--- src/rtl/core/bmjt_pkg.sv ---
// Types and fixed widths for the block max jump trigger.
// No dependencies; used by bmjt_search and block_max_jump_trigger_top.
package bmjt_pkg;

    localparam int SampleW = 16;
    localparam int IndexW  = 20;
    localparam int BlockW  = 8;
    localparam int PeakW   = 15;
    localparam int CountW  = 10;

    localparam logic [PeakW-1:0] PeakMax = {PeakW{1'b1}};

    typedef struct packed {
        logic signed [SampleW-1:0] sample;
        logic [IndexW-1:0]         peak_index;
        logic                      first_flag;
    } in_t;

    typedef struct packed {
        logic [IndexW-1:0] jump_index;
        logic [BlockW-1:0] block_number;
        logic [PeakW-1:0]  jump_size;
        logic              error_flag;
    } out_t;

endpackage

--- src/rtl/core/bmjt_search.sv ---
// Window search state and per-sample update: block peaks, jump compare, result.
// Depends on bmjt_pkg.
module bmjt_search #(
    parameter int BLOCK_SIZE = 32,
    parameter int WINDOW     = 512
) (
    input  logic           clk,
    input  logic           rst_n,
    input  logic           step,
    input  bmjt_pkg::in_t  item,
    output logic           result_push,
    output bmjt_pkg::out_t result
);

    localparam int PosW = (BLOCK_SIZE > 1) ? $clog2(BLOCK_SIZE) : 1;
    localparam logic [PosW-1:0] PosLast = PosW'(BLOCK_SIZE - 1);
    localparam logic [bmjt_pkg::CountW-1:0] CountLast = bmjt_pkg::CountW'(WINDOW - 1);
    localparam logic [bmjt_pkg::IndexW-1:0] WindowLen = bmjt_pkg::IndexW'(WINDOW);

    logic                            active_reg, active_next;
    logic [bmjt_pkg::CountW-1:0]     count_reg, count_next;
    logic [PosW-1:0]                 pos_reg, pos_next;
    logic [bmjt_pkg::BlockW-1:0]     block_reg, block_next;
    logic [bmjt_pkg::PeakW-1:0]      peak_reg, peak_next;
    logic [bmjt_pkg::PeakW-1:0]      prev_reg, prev_next;
    logic [bmjt_pkg::PeakW-1:0]      best_jump_reg, best_jump_next;
    logic [bmjt_pkg::IndexW-1:0]     best_index_reg, best_index_next;
    logic [bmjt_pkg::BlockW-1:0]     best_block_reg, best_block_next;
    logic [bmjt_pkg::IndexW-1:0]     wstart_reg, wstart_next;

    logic [bmjt_pkg::SampleW-1:0]    neg_sample;
    logic [bmjt_pkg::PeakW-1:0]      mag;
    logic                            too_early;
    logic [bmjt_pkg::CountW-1:0]     count_cur;
    logic [PosW-1:0]                 pos_cur;
    logic [bmjt_pkg::BlockW-1:0]     block_cur;
    logic [bmjt_pkg::PeakW-1:0]      prev_cur;
    logic [bmjt_pkg::PeakW-1:0]      best_jump_cur;
    logic [bmjt_pkg::IndexW-1:0]     best_index_cur;
    logic [bmjt_pkg::BlockW-1:0]     best_block_cur;
    logic [bmjt_pkg::IndexW-1:0]     wstart_cur;
    logic [bmjt_pkg::PeakW-1:0]      peak_new;
    logic [bmjt_pkg::PeakW-1:0]      jump;
    logic [bmjt_pkg::CountW-1:0]     block_base;
    logic                            last;
    logic                            block_end;
    logic                            better;

    always_comb
    begin
        neg_sample = bmjt_pkg::SampleW'(-item.sample);
        if (item.sample == {1'b1, {(bmjt_pkg::SampleW-1){1'b0}}})
            mag = bmjt_pkg::PeakMax;
        else if (item.sample[bmjt_pkg::SampleW-1])
            mag = neg_sample[bmjt_pkg::PeakW-1:0];
        else
            mag = item.sample[bmjt_pkg::PeakW-1:0];

        too_early = item.first_flag && (item.peak_index < WindowLen);

        count_cur      = item.first_flag ? '0 : count_reg;
        pos_cur        = item.first_flag ? '0 : pos_reg;
        block_cur      = item.first_flag ? '0 : block_reg;
        prev_cur       = item.first_flag ? '0 : prev_reg;
        best_jump_cur  = item.first_flag ? '0 : best_jump_reg;
        best_index_cur = item.first_flag ? '0 : best_index_reg;
        best_block_cur = item.first_flag ? '0 : best_block_reg;
        wstart_cur     = item.first_flag ? (item.peak_index - WindowLen) : wstart_reg;

        peak_new  = ((pos_cur == '0) || (mag > peak_reg)) ? mag : peak_reg;
        last      = (count_cur >= CountLast);
        block_end = (pos_cur == PosLast) || last;
        jump      = (peak_new > prev_cur) ? (peak_new - prev_cur) : (prev_cur - peak_new);
        better    = block_end && (jump > best_jump_cur);
        block_base = count_cur - bmjt_pkg::CountW'(pos_cur);

        active_next     = active_reg;
        count_next      = count_reg;
        pos_next        = pos_reg;
        block_next      = block_reg;
        peak_next       = peak_reg;
        prev_next       = prev_reg;
        best_jump_next  = best_jump_reg;
        best_index_next = best_index_reg;
        best_block_next = best_block_reg;
        wstart_next     = wstart_reg;
        result_push     = 1'b0;
        result          = '0;

        if (step)
        begin
            if (too_early)
            begin
                active_next       = 1'b0;
                result_push       = 1'b1;
                result.error_flag = 1'b1;
            end
            else if (item.first_flag || active_reg)
            begin
                wstart_next     = wstart_cur;
                peak_next       = peak_new;
                count_next      = count_cur + 1'b1;
                pos_next        = block_end ? '0 : pos_cur + 1'b1;
                block_next      = block_end ? block_cur + 1'b1 : block_cur;
                prev_next       = block_end ? peak_new : prev_cur;
                best_jump_next  = better ? jump : best_jump_cur;
                best_index_next = better
                                  ? wstart_cur + bmjt_pkg::IndexW'(block_base)
                                  : best_index_cur;
                best_block_next = better ? block_cur : best_block_cur;
                active_next     = !last;
                if (last)
                begin
                    result_push         = 1'b1;
                    result.jump_index   = best_index_next;
                    result.block_number = best_block_next;
                    result.jump_size    = best_jump_next;
                end
            end
        end
    end

    always_ff @(posedge clk or negedge rst_n)
    begin
        if (!rst_n)
        begin
            active_reg     <= 1'b0;
            count_reg      <= '0;
            pos_reg        <= '0;
            block_reg      <= '0;
            peak_reg       <= '0;
            prev_reg       <= '0;
            best_jump_reg  <= '0;
            best_index_reg <= '0;
            best_block_reg <= '0;
            wstart_reg     <= '0;
        end
        else
        begin
            active_reg     <= active_next;
            count_reg      <= count_next;
            pos_reg        <= pos_next;
            block_reg      <= block_next;
            peak_reg       <= peak_next;
            prev_reg       <= prev_next;
            best_jump_reg  <= best_jump_next;
            best_index_reg <= best_index_next;
            best_block_reg <= best_block_next;
            wstart_reg     <= wstart_next;
        end
    end

endmodule

--- src/rtl/core/block_max_jump_trigger_top.sv ---
// Top level of the block max jump trigger: input register, search, result queue.
// Depends on bmjt_pkg and bmjt_search.
//
// Accepts one sample transaction per cycle while sample_stall is low. Each accepted
// sample waits in the input register; the window search folds it in during the cycle in
// which it leaves. A window's result, or an early-trigger error, enters a two-entry
// result queue and shows on result_data in the cycle after the sample leaves the input
// register, unless an earlier result still waits in the queue. sample_stall rises only
// while a sample waits in the input register and both queue entries hold results that
// the receiver has not yet taken. The waiting sample is held until an entry frees.
module block_max_jump_trigger_top #(
    parameter int BLOCK_SIZE = 32,
    parameter int WINDOW     = 512
) (
    input  logic           clk,
    input  logic           rst_n,
    input  logic           sample_valid,
    output logic           sample_stall,
    input  bmjt_pkg::in_t  sample_data,
    output logic           result_valid,
    input  logic           result_stall,
    output bmjt_pkg::out_t result_data
);

    logic           in_valid_reg;
    bmjt_pkg::in_t  in_data_reg;
    logic [1:0]     fill_reg, fill_next;
    bmjt_pkg::out_t head_reg, head_next;
    bmjt_pkg::out_t skid_reg, skid_next;

    logic           queue_full;
    logic           advance;
    logic           load;
    logic           push;
    logic           pop;
    bmjt_pkg::out_t result_new;

    assign queue_full   = (fill_reg == 2'd2);
    assign advance      = in_valid_reg && !queue_full;
    assign sample_stall = in_valid_reg && queue_full;
    assign load         = !in_valid_reg || advance;
    assign result_valid = (fill_reg != 2'd0);
    assign result_data  = head_reg;
    assign pop          = result_valid && !result_stall;

    bmjt_search #(
        .BLOCK_SIZE (BLOCK_SIZE),
        .WINDOW     (WINDOW)
    ) u_search (
        .clk         (clk),
        .rst_n       (rst_n),
        .step        (advance),
        .item        (in_data_reg),
        .result_push (push),
        .result      (result_new)
    );

    always_comb
    begin
        fill_next = fill_reg;
        head_next = head_reg;
        skid_next = skid_reg;
        unique case ({push, pop})
            2'b10:
            begin
                fill_next = fill_reg + 2'd1;
                if (fill_reg == 2'd0)
                    head_next = result_new;
                else
                    skid_next = result_new;
            end
            2'b01:
            begin
                fill_next = fill_reg - 2'd1;
                head_next = skid_reg;
            end
            2'b11:
            begin
                if (fill_reg == 2'd1)
                    head_next = result_new;
                else
                begin
                    head_next = skid_reg;
                    skid_next = result_new;
                end
            end
            default:
            begin
                fill_next = fill_reg;
            end
        endcase
    end

    always_ff @(posedge clk or negedge rst_n)
    begin
        if (!rst_n)
        begin
            in_valid_reg <= 1'b0;
            fill_reg     <= 2'd0;
        end
        else
        begin
            if (load)
                in_valid_reg <= sample_valid;
            fill_reg <= fill_next;
        end
    end

    always_ff @(posedge clk)
    begin
        if (load && sample_valid)
            in_data_reg <= sample_data;
        head_reg <= head_next;
        skid_reg <= skid_next;
    end

endmodule
--- config.mk ---
export PLATFORM = sky130hd
export DESIGN_NAME = block_max_jump_trigger_top
export DESIGN_NICKNAME = d
export VERILOG_FILES = /design/src/rtl/core/bmjt_pkg.sv /design/src/rtl/core/bmjt_search.sv /design/src/rtl/core/block_max_jump_trigger_top.sv
export SDC_FILE = /design/constraint.sdc
export NUM_CORES = 1
export LEC_CHECK = 0
export BUFFER_PORTS_ARGS = -buffer_cell sky130_fd_sc_hd__buf_2
export CAP_MARGIN = 20
export CORE_ASPECT_RATIO = 0.5
export CORE_UTILIZATION = 40
export DETAILED_ROUTE_END_ITERATION = 7
export HOLD_SLACK_MARGIN = 0.03
export PLACE_DENSITY = 0.68
export SYNTH_ARGS = -nofsm -noshare
export SYNTH_HDL_FRONTEND = slang
export SYNTH_SLANG_ARGS = --single-unit
--- constraint.sdc ---
create_clock -name clk -period 24.7 [get_ports clk]
set_input_delay 2.47 -clock clk [delete_from_list [all_inputs] [get_ports clk]]
set_output_delay 2.47 -clock clk [all_outputs]
set_load 0.05 [all_outputs]
# Word-level counts from Yosys, hierarchy flattened

Index checks and enable logic that the tools add are counted.

Bits in registers: 245
Input bits: 41
Output and inout port bits: 46
Word-level logic and storage cells: 111

Add/sub/neg operators: 11
Order comparisons: 5
Equality and inequality tests: 10
Muxes and demuxes: 36
Bitwise operators: 1
Reduce and logical (&&, ||, !) cells: 25

Operators by type and width:

| kind                   | count |
|---|---|
| $mux 44                | 5 |
| $pmux 44 s3            | 1 |
| $mux 43                | 3 |
| $mux 15                | 8 |
| $pmux 44 s2            | 1 |
| $mux 20                | 3 |
| $gt 15x15->1           | 3 |
| $mux 8                 | 4 |
| $sub 15x15->15         | 2 |
| $add 20x10->20         | 1 |
| $lt 20x10->1 const B   | 1 |
| $sub 20x10->20 const B | 1 |
| $eq 16x16->1 const B   | 1 |
| $neg 15->15            | 1 |
| $add 10x1->10 const B  | 1 |
| $ge 10x9->1 const B    | 1 |
| $mux 10                | 1 |
| $mux 5                 | 2 |
| $sub 10x5->10          | 1 |
| $add 8x1->8 const B    | 1 |
| $reduce_bool 2->1      | 4 |
| $mux 1                 | 7 |
| $eq 2x2->1 const B     | 3 |
| $logic_and 1x1->1      | 6 |
| 15 further kinds       | 26 |

# Longest topological paths before layout

Gate-level depths: netlist of the first run.

Depth after elaboration: 17
Depth in mapped cells: 46
Mapped depth without buffers: 41

# By module

A second synthesis of the first run with hierarchy kept.

Cells, all modules: 1491
Area, all modules: 14985.6 um^2

Modules (own cells, without submodules):

| module                     | instances | cells an instance | area each (um^2) | sequential area each (um^2) |
|---|---|---|---|---|
| bmjt_search                | 1         | 1183              | 9445.3           | 2927.8 |
| block_max_jump_trigger_top | 1         | 308               | 5540.3           | 3828.7 |

# Least setup slack after synthesis of the first run

OpenSTA, ideal clock, no wires.

Path type: flip-flop to flip-flop
Start: register in_data_reg[21] in the netlist's numbering
End: register skid_reg[15] in the netlist's numbering (data pin)
Library setup time: 0.256 ns
Data arrival time: 8.532 ns
Required time: 24.444 ns
Slack: 15.912 ns
Cell stages (with the launch flop): 43
Buffers on the path: 7
Clock period less this slack: 8.788 ns
Path through: edfxtp_1 > inv_1 > ha_1 > or3b_2 > or2_2 > nor2_1 > nand2_1 > o21a_1 > nor2_1 > a31oi_1 > ha_1 > nand4_1 > nor2_1 > o21ai_0 > a21oi_1 > clkbuf_1 > mux2i_1 > inv_1 > (+7 left out) > buf_2 > mux2i_1 > inv_1 > ha_1 > nor2b_1 > o21a_1 > o21a_1 > o21a_1 > o21ai_0 > a21oi_1 > o211a_1 > clkbuf_1 > buf_2 > inv_1 > clkbuf_1 > buf_1 > nor2_1 > a22o_1

RTL lines:

| what                   | line                              | text |
|---|---|---|
| start, declared        | block_max_jump_trigger_top.sv:26  | `bmjt_pkg::in_t in_data_reg;` |
| start signal, assigned | block_max_jump_trigger_top.sv:112 | `in_data_reg <= sample_data;` |
| end signal, assigned   | block_max_jump_trigger_top.sv:114 | `skid_reg <= skid_next;` |
| end, declared          | block_max_jump_trigger_top.sv:29  | `bmjt_pkg::out_t skid_reg, skid_next;` |

==> flow_metrics.py, run 1 <==
metrics = {
    "cts": {
        "clk_latency_ps": 560,
        "clockRootBuffer": "clkbuf_16",
        "post_cts_buffers": 0,
        "clock_path_buffers": 3,
        "h-tree-depth": 1,
        "clkSinkCount": 245,
        "postCtsHoldBufs": 0,
        "path_clk_slew_ps": 70,
        "cts_tree": "done",
        "cts-buffers-inserted": 25,
        "ctsResizeCount": 0,
    },
    "placed_design": {
        "portBuffers": 86,
        "dp.cells": 2020,
        "dpl.hpwl_um": 25500,
        "gp_congestion": 0.929,
    },
    "worst_setup_path": {
        "r2r-start": "in_data_reg[21]",
        "cp-end-kind": "flop",
        "crit_family": "compound AO/OA/AOI/OAI gates",
        "path_class": "reg -> reg",
        "r2r_slack_ps": 14280,
        "rr_worst_depth": 38,
        "crit_required_ps": 25130,
        "worstReg2RegEnd": "result_data[37]",
        "crit_slowest_cell": "nor2_1",
        "cp_slowest_stage_delay_ps": 750,
        "critPathArrivalTime_ps": 10850,
        "cpMostUsedCell": "nor2_1",
        "path_max_fanout": 52,
        "path_buf_inv": 3,
        "start_kind": "flop",
    },
    "timing": {
        "finalCriticalPeriod_ps": 10420,
        "rsz0062_at_grt": "no",
        "fin_crit_sh_pct": 42.2,
        "finalSetupViolations": 0,
        "fmax_mhz": 96.0,
        "finalHoldViolations": 0,
        "setup_tns_ps": 0,
        "relSlewSlack_pct": 31.6,
        "timing.final.max_slew_violations": 0,
        "skew_ps": 14.8,
        "worst_slew_pin_slew_ps": 1030,
    },
    "synthesis": {
        "syn_inst": 1525,
        "yosys_warnings": 0,
        "ys_seq_elements": 245,
        "synth.net_count": 1656,
        "synth-main-ff-cell": "edfxtp_1",
        "synth.cell_area_um2": 14600,
        "async_reset_ff_share_pct": 49.0,
        "yosysUniqueCellTypes": 70,
        "synth_edf_count": 125,
        "synth.avg_cell_area_um2": 9.56,
        "ys_seq_area_share_pct": 46.4,
    },
    "worst_hold_path": {
        "min_delay_worst_endpoint": "u_search.best_jump_reg[0]",
        "hp-class": "reg -> reg",
        "hold_start": "u_search.best_jump_reg[0]",
        "whs_path_depth": 2,
    },
    "global_route": {
        "grt_pass1_vias": 10699,
        "antenna_found_initial": 1,
        "overflow": 0,
        "grt_max_degree": 87,
        "grt_pass1_wl_um": 58200,
        "gr-usage-all-layers_pct": 19.5,
    },
    "detailed_routing": {
        "drc": 0,
        "via_count": 11356,
        "wirelength_um": 36400,
        "firstDrtPassIters": 6,
        "ant_nets": 0,
        "via_per_inst": 5.49,
        "wl_met3_um": 2150,
        "drt-met1-wl_um": 17500,
        "highest_layer": "met4",
        "wl_met2_um": 16100,
        "first_iter_violations": 1061,
        "detail_route.wl_per_cell_um": 17.6,
    },
    "floorplanning": {
        "ios": 87,
        "rows": 48,
        "die_h_um": 137,
        "initial_core_util_pct": 41.4,
        "coreArea_um2": 35200,
        "die-area_um2": 37200,
        "die_x_um": 272,
    },
    "pwr": {
        "leakagePower_nw": 6.96,
        "ir_drop_v": 0.0000444,
        "cellPowerDensity_nw_per_um2": 115,
    },
    "flow_run": {
        "drv_cap": 0,
    },
    "layout": {
        "drive_above_1_share_pct": 12.1,
        "fin_nets": 1704,
        "n_antenna_cell": 0,
        "syn_to_final_growth_pct": 11.7,
        "fin_cells": 2067,
    },
    "outcome": {
        "status": "complete, no violations",
    },
}
-- power by group --
part | internal, mW | leakage, nW | total, mW | switching [mW]
Sequential | 0.505 | 2.68 | 0.544 | 0.0385
Clock | 0.208 | 0.388 | 0.378 | 0.169
Combinational | 0.331 | 3.89 | 0.955 | 0.624
Total | 1.04 | 6.96 | 1.88 | 0.832
-- through the flow --
step	setup slack [ps]	power (mW)	utilization [%]	hold slack, ps	cell area (um2)
CTS	14480	1.88	46.2	483	16300
finish	14280	1.88	46.2	480	16300
global placement	14660	1.48	43.9	458	15400
floorplan	15910	1.25	-	442	14600
global route	13430	2.01	46.2	500	16300
detailed placement	14560	1.49	43.9	468	15500
-- placed cells by master, fill, tap and decap left out, drive strengths merged, types with 25 or more instances in the layout --
cell type,n
dfrtp,120
xnor2,30
nand2,219
inv,95
mux2,25
o21ai,137
ha,86
mux2i,36
buf,104
a21o,33
edfxtp,125
clkbuf,36
xor2,25
nor2,114
a21oi,83
nand3,25
and3,27
-- synth_stat cells (4+ instances only) --
| cell | count | area (um2) |
|---|---|---|
| nand2_1 | 219 | 822 |
| o21ai_0 | 131 | 656 |
| edfxtp_1 | 125 | 3750 |
| dfrtp_1 | 120 | 3000 |
| nor2_1 | 114 | 428 |
| inv_1 | 93 | 349 |
| ha_1 | 86 | 1080 |
| a21oi_1 | 82 | 410 |
| clkbuf_1 | 69 | 259 |
| mux2i_1 | 36 | 360 |
| a21o_1 | 33 | 248 |
| xnor2_1 | 30 | 263 |
| and3_1 | 27 | 169 |
| mux2_2 | 25 | 282 |
| xor2_1 | 25 | 219 |
| nand3_1 | 24 | 120 |
| nor2b_1 | 24 | 150 |
| a22o_1 | 23 | 201 |
| nor3_1 | 22 | 110 |
| a221o_1 | 18 | 180 |
| a22oi_1 | 14 | 105 |
| o21a_1 | 12 | 90.1 |
| buf_1 | 11 | 41.3 |
| nand4_1 | 11 | 68.8 |
| o211ai_1 | 11 | 82.6 |
| or3_1 | 9 | 56.3 |
| o31ai_1 | 8 | 60.1 |
| or3b_2 | 8 | 70.1 |
| a31oi_1 | 7 | 43.8 |
| and2_1 | 6 | 37.5 |
| nand2b_1 | 6 | 37.5 |
| o21ai_1 | 6 | 30.0 |
| a211oi_1 | 5 | 37.5 |
| a21boi_0 | 5 | 37.5 |
| a222oi_1 | 5 | 50.1 |
| o221ai_1 | 5 | 43.8 |
| or2_2 | 5 | 31.3 |
| a41oi_1 | 4 | 35.0 |
| fa_1 | 4 | 80.1 |
| nor3b_1 | 4 | 30.0 |
| o22ai_1 | 4 | 25.0 |
-- cells by family (layout without fill, tap and decap cells) --
group / Yosys count / count (layout) / share of synthesized area [%]
compound gates: 401 / 401 / 17.8
buf+inv: 177 / 244 / 4.60
mux: 61 / 61 / 4.40
fa+ha+maj: 92 / 92 / 8.07
flops: 245 / 245 / 46.4
simple gates: 494 / 494 / 15.5
xor+xnor: 55 / 55 / 3.31
-- metal layers --
metal,track usage [%],vias to the layer above
li1,-,5553
met1,28.7,5430
met2,30.7,323
met3,2.82,50
met4,3.75,0
met5,0,-
-- worst max-delay path by stage --
stage                          startpoint              end  slack [ps]  cells past startpoint
after floorplan           in_data_reg[21]     skid_reg[15]       15910                     42
after global placement    in_data_reg[21]  result_data[15]       14660                     39
after detailed placement  in_data_reg[21]  result_data[11]       14560                     38
after CTS                 in_data_reg[21]  result_data[37]       14480                     39
after global routing      in_data_reg[21]  result_data[14]       13430                     39
final                     in_data_reg[21]  result_data[37]       14280                     38
-- worst min-delay path: stages (launching register included) --
cell     delay [ps]
dfrtp_1         330
nand2_1          50
o21ai_0          60
-- final cells by class --
| type | count | area (um2) |
|---|---|---|
| tap | 475 | 594 |
| inverter | 94 | 353 |
| multi-input combinational | 1103 | 7190 |
| fill | 3347 | 18900 |
| clock inverter | 10 | 95.1 |
| timing repair buffer | 104 | 588 |
| clock buffer | 36 | 697 |
| sequential | 245 | 6760 |
(Power assumes the default switching activity.)
==> run 2: changes to the inputs <==
- ABC_AREA: default -> 1
- clock period: 24.7 -> 10.35 ns (I/O delays scaled with it)
==> run 2 against run 1 <==
The flow now finishes with violations (design-rule violations). Largest power group unchanged. Fmax increased by 18%. Non-clock buffer count shrank 3. Core utilization is 1.2 points lower. Largest cell class unchanged.
==> flow_metrics.py, run 2 <==
metrics = {
    "pwr": {
        "p_comb_share_pct": 52.2,
        "cellPowerDensity_nw_per_um2": 269,
        "leakagePower_nw": 8.05,
        "p_switching_mw": 2.18,
        "sw_frac_of_total_pct": 46.3,
        "seqPwrFrac_pct": 27.2,
        "internal_power_mw": 2.53,
        "power.share.clock_pct": 20.6,
        "ir_drop_v": 0.000112,
    },
    "detailed_routing": {
        "firstDrtPassIters": 8,
        "first_iter_violations": 1150,
        "via_count": 13252,
        "detail_route.wl_per_cell_um": 14.8,
        "ant_nets": 0,
        "via_per_inst": 5.10,
        "drc": 2,
        "wirelength_um": 38400,
    },
    "worst_setup_path": {
        "cpMostUsedCell": "nand2_1",
        "cp-startpoint": "in_data_reg[21]",
        "crit_slowest_cell": "a21oi_2",
        "cp_slowest_stage_delay_ps": 680,
        "path_class": "reg -> reg",
        "start_kind": "flop",
        "critPathArrivalTime_ps": 9270,
        "r2r_slack_ps": 1490,
        "cp-end-kind": "flop",
        "path_max_fanout": 58,
        "r2r-start": "in_data_reg[21]",
        "crit_required_ps": 10760,
    },
    "timing": {
        "setup_tns_ps": 0,
        "skew_ps": 13.3,
        "fmax_mhz": 113,
        "finalHoldViolations": 0,
        "timing.final.max_slew_violations": 0,
        "worst_slew_pin_slew_ps": 980,
        "relSlewSlack_pct": 34.0,
        "finalSetupViolations": 0,
        "fin_crit_sh_pct": 85.6,
        "rsz0062_at_grt": "no",
        "finalCriticalPeriod_ps": 8860,
        "layout_setup_ws_ps": 1490,
    },
    "layout": {
        "n_antenna_cell": 0,
        "n_fill_cell": 3845,
        "fin_nets": 2181,
        "layout_commonest_cell": "nand2_1",
        "mostFrequentLayoutCells": "502 x nand2_1, 273 x inv_1, 197 x o21ai_0",
        "drive_above_1_share_pct": 10.9,
        "syn_to_final_growth_pct": 11.1,
    },
    "placed_design": {
        "post-place-ws_ps": 1610,
        "dpl.hpwl_um": 27200,
        "portBuffers": 86,
        "gp_congestion": 0.880,
    },
    "global_route": {
        "grt_pass1_vias": 12104,
        "grt_max_degree": 159,
        "overflow": 0,
        "antenna_found_initial": 0,
        "grt_pass1_wl_um": 62800,
        "gr-usage-all-layers_pct": 18.9,
    },
    "synthesis": {
        "synth-main-ff-cell": "edfxtp_1",
        "ys_seq_area_share_pct": 42.8,
        "synth_top_area_share_pct": 23.8,
        "synth_common_cells": "502 x nand2_1, 274 x inv_1, 198 x o21ai_0",
        "synth.cell_area_um2": 15800,
        "ys_seq_elements": 245,
        "synth_largest_area_cell": "edfxtp_1",
        "yosys-top-cells-area": "edfxtp_1 24%, dfrtp_1 19%, nand2_1 12%",
        "yosysUniqueCellTypes": 59,
        "synth.net_count": 2142,
        "syn_inst": 2011,
        "synth.avg_cell_area_um2": 7.86,
        "synth_edf_count": 125,
        "yosys_warnings": 0,
        "synth_most_common_cell": "nand2_1",
        "async_reset_ff_share_pct": 49.0,
    },
    "floorplanning": {
        "rows": 51,
        "ios": 87,
        "die_h_um": 143,
        "initial_core_util_pct": 40.6,
        "coreArea_um2": 38900,
        "die-area_um2": 40300,
        "die_x_um": 283,
    },
    "cts": {
        "cts_tree": "done",
        "post_cts_buffers": 0,
        "clockRootBuffer": "clkbuf_16",
        "clk_latency_ps": 560,
        "clock_path_buffers": 3,
        "h-tree-depth": 1,
        "ctsResizeCount": 0,
        "path_clk_slew_ps": 60,
        "clkSinkCount": 245,
        "postCtsHoldBufs": 0,
        "cts-buffers-inserted": 26,
    },
    "flow_run": {
        "drv_cap": 0,
    },
    "outcome": {
        "violations": "design-rule violations",
        "status": "finished with violations",
    },
    "worst_hold_path": {
        "hp-class": "reg -> reg",
        "hold_start": "u_search.wstart_reg[9]",
    },
}
run 2: changes by cell type after synthesis, sizes merged, moves of 31 or more:
cell	before	now
a21o	33	2
inv	94	279
mux2i	36	1
nand2	219	514
nand3	25	121
nor2	114	166
o21ai	137	202
run 2: cells by family (layout without fill, tap and decap cells):
logic type / Yosys count / after routing / synth area share (%)
buffers and inverters: 371 / 429 / 9.19
muxes: 1 / 1 / 0.0634
DFF: 245 / 245 / 42.8
and+or+nand+nor: 898 / 898 / 25.3
xor gates and xnor gates: 47 / 47 / 2.61
adders and majority gates: 90 / 90 / 7.32
AOI/OAI and AO/OA: 359 / 359 / 12.7
run 2: metrics by stage:
stage               hold WS [ps]  utilization (%)  cells  instance area [um2]  power (mW)
detailed placement           466             42.8   2551                16700        3.74
global route                 500             45.1   2599                17500        5.09
finish                       479             45.1   2599                17500        4.71
floorplan                    442                -   2011                15800        3.17
CTS                          482             45.0   2598                17500        4.73
global placement             454             42.8   2551                16700        3.70
run 2: critical path: cells and delay by family, from the launching register on:
family | cells | cell delay (ps)
AND/OR/NAND/NOR | 24 | 2710
buffers and inverters | 5 | 1340
AO/OA/AOI/OAI | 12 | 3230
adder cells (fa/ha/maj) | 4 | 1010
flip-flops | 1 | 410
run 2: layer usage:
layer | wire length, um | vias up | GRT usage (%) | share of wire, %
met2 | 16000 | 394 | 27.9 | 42
met4 | 584 | 0 | 3.44 | 1.5
li1 | - | 6689 | - | -
met1 | 19200 | 6131 | 28.8 | 50
met5 | 0 | - | 0 | 0
met3 | 2600 | 38 | 3.38 | 6.8
run 2: path summary, 6_finish.rpt:
kind                       cells after the start                endpoint
max                                           45         result_data[39]
max reg2reg                                   45         result_data[39]
min reg2reg                                    2  u_search.wstart_reg[9]
max in group asynchronous                      2  u_search.wstart_reg[9]
min                                            2  u_search.wstart_reg[9]
min in group asynchronous                      1            in_valid_reg
run 2: cell type report:
type	count	area (um2)	share of cell area (%)
Timing Repair Buffer	101	571	3.25
Clock inverter	10	138	0.784
Tap cell	530	663	3.78
Clock buffer	37	732	4.17
Sequential cell	245	6760	38.5
Inverter	281	1060	6.02
Multi-Input combinational cell	1395	7630	43.5
run 2: power by group through the flow:
| stage | Combinational [mW] | Sequential [mW] | Clock [mW] |
|---|---|---|---|
| after global placement | 2.40 | 1.30 | 0 |
| after detailed placement | 2.43 | 1.30 | 0 |
| after CTS | 2.45 | 1.28 | 0.995 |
| after global routing | 2.77 | 1.30 | 1.03 |
| final | 2.46 | 1.28 | 0.973 |
| after floorplan | 1.68 | 1.50 | 0 |
==> run 3: changes to the inputs <==
- CORE_ASPECT_RATIO: 0.5 -> default
- GPL_TIMING_DRIVEN: default -> 0
==> run 3 against run 2 <==
The flow now finishes without violations. Critical path type unchanged. Critical path depth is 2 lower. Worst hold slack worse by 160 ps. Global-route usage is 2.2 points higher. Highest routed layer unchanged.
==> flow_metrics.py, run 3 (synthesis results as in run 2) <==
metrics = {
    "placed_design": {
        "gp_congestion": 0.916,
        "dpl.hpwl_um": 32700,
        "portBuffers": 86,
        "dp.cells": 2621,
        "postPlaceCellArea_um2": 17000,
    },
    "global_route": {
        "antenna_found_initial": 0,
        "gr-usage-all-layers_pct": 21.1,
        "overflow": 0,
        "grt_max_degree": 96,
        "grt_pass1_wl_um": 69000,
        "grt_pass1_vias": 13414,
    },
    "cts": {
        "ctsResizeCount": 0,
        "path_clk_slew_ps": 60,
        "postCtsHoldBufs": 0,
        "clockRootBuffer": "clkbuf_16",
        "h-tree-depth": 1,
        "clk_latency_ps": 570,
        "cts-buffers-inserted": 28,
        "post_cts_buffers": 0,
        "clock_path_buffers": 3,
        "cts_tree": "done",
        "clkSinkCount": 245,
    },
    "detailed_routing": {
        "via_per_inst": 5.18,
        "ant_nets": 0,
        "firstDrtPassIters": 7,
        "first_iter_violations": 963,
        "drc": 0,
        "detail_route.wl_per_cell_um": 15.8,
        "wirelength_um": 42300,
        "via_count": 13854,
    },
    "layout": {
        "seqCellArea_um2": 6760,
        "fin_cells": 2673,
        "layout_commonest_cell": "nand2_1",
        "n_fill_cell": 3771,
        "n_antenna_cell": 0,
        "fin_util_pct": 46.4,
        "syn_to_final_growth_pct": 13.9,
        "mostFrequentLayoutCells": "502 x nand2_1, 274 x inv_1, 197 x o21ai_0",
        "multi_input_area_um2": 7610,
        "finalInstanceArea_um2": 18000,
        "fin_nets": 2264,
        "drive_above_1_share_pct": 11.4,
    },
    "pwr": {
        "cellPowerDensity_nw_per_um2": 275,
        "seqPwrFrac_pct": 25.9,
        "ir_drop_v": 0.000151,
        "sw_frac_of_total_pct": 46.8,
        "p_switching_mw": 2.31,
        "power.share.clock_pct": 21.3,
        "internal_power_mw": 2.63,
        "leakagePower_nw": 8.26,
        "p_comb_share_pct": 52.8,
    },
    "timing": {
        "finalSetupViolations": 0,
        "finalHoldViolations": 0,
        "finalCriticalPeriod_ps": 9150,
        "skew_ps": 13.7,
        "rsz0062_at_grt": "no",
        "setup_tns_ps": 0,
        "timing.final.max_slew_violations": 0,
        "worst_slew_pin_slew_ps": 777,
        "fin_crit_sh_pct": 88.4,
        "fmax_mhz": 109,
        "relSlewSlack_pct": 48.2,
    },
    "worst_setup_path": {
        "cpMostUsedCell": "nand2_1",
        "crit_family": "buffers and inverters",
        "path_buf_inv": 15,
        "start_kind": "flop",
        "cp_slowest_stage_delay_ps": 540,
        "crit_required_ps": 10750,
        "critPathArrivalTime_ps": 9550,
        "crit_slowest_cell": "clkbuf_1",
        "path_class": "reg -> reg",
        "path_max_fanout": 10,
        "cp-end-kind": "flop",
    },
    "floorplanning": {
        "rows": 72,
        "initial_core_util_pct": 40.7,
        "coreArea_um2": 38800,
        "ios": 87,
        "die-area_um2": 40300,
        "die_h_um": 201,
        "die_x_um": 201,
    },
    "outcome": {
        "status": "complete, no violations",
    },
    "flow_run": {
        "drv_cap": 0,
    },
    "worst_hold_path": {
        "hp-class": "in -> async",
    },
}
## run 3: changes by cell type in the layout (fill, tap and decap cells not counted), moves of 3 or more
cell and change:
buf_2 +15, buf_4 -12, inv_4 +3, buf_6 +5
clkinv_2 +3, clkinv_1 -3, clkbuf_1 +55, buf_8 +3
buf_1 +10
## run 3: per-layer routing
metal / global-route usage (%) / vias to the layer above / routed length [um]
met4: 6.00 / 0 / 1100
li1: - / 6868 / -
met5: 0 / - / 0
met1: 28.7 / 6481 / 19400
met2: 35.1 / 433 / 19400
met3: 2.92 / 72 / 2470
## run 3: worst paths after layout
path                                           start                          to  slack [ps]  cells after the start
hold / removal                                 rst_n  u_search.best_index_reg[8]         320                      1
max in group asynchronous                      rst_n       u_search.prev_reg[11]        9250                      2
setup reg to reg                      in_data_reg[0]             result_data[38]        1200                     43
hold reg to reg            u_search.best_jump_reg[3]   u_search.best_jump_reg[3]         480                      2
min in group clk           u_search.best_jump_reg[3]   u_search.best_jump_reg[3]         480                      2
setup / recovery                      in_data_reg[0]             result_data[38]        1200                     43
## run 3: area by class of cell
type,instances,area share [%]
clock buffer,35,4.21
inverter,281,5.87
timing repair buffer,92,3.09
buffer,90,2.20
multi-input combinational,1395,42.3
sequential,245,37.5
tap,518,3.60
clock inverter,17,1.19
## run 3: stage by stage
| step | setup slack [ps] | total power, mW | hold WS, ps |
|---|---|---|---|
| after floorplan | 3800 | 3.17 | 442 |
| final | 1200 | 4.94 | 320 |
| after CTS | 1350 | 4.93 | 311 |
| after detailed placement | 1420 | 3.87 | 467 |
| after global routing | 504 | 5.31 | 321 |
| after global placement | 1530 | 3.81 | 459 |
## run 3: power by group through the flow
stage / clock network [mW] / logic [mW] / registers [mW]
after floorplan: 0 / 1.68 / 1.50
after global placement: 0 / 2.51 / 1.30
after detailed placement: 0 / 2.58 / 1.30
after CTS: 1.06 / 2.59 / 1.28
after global routing: 1.10 / 2.91 / 1.29
final: 1.05 / 2.61 / 1.28
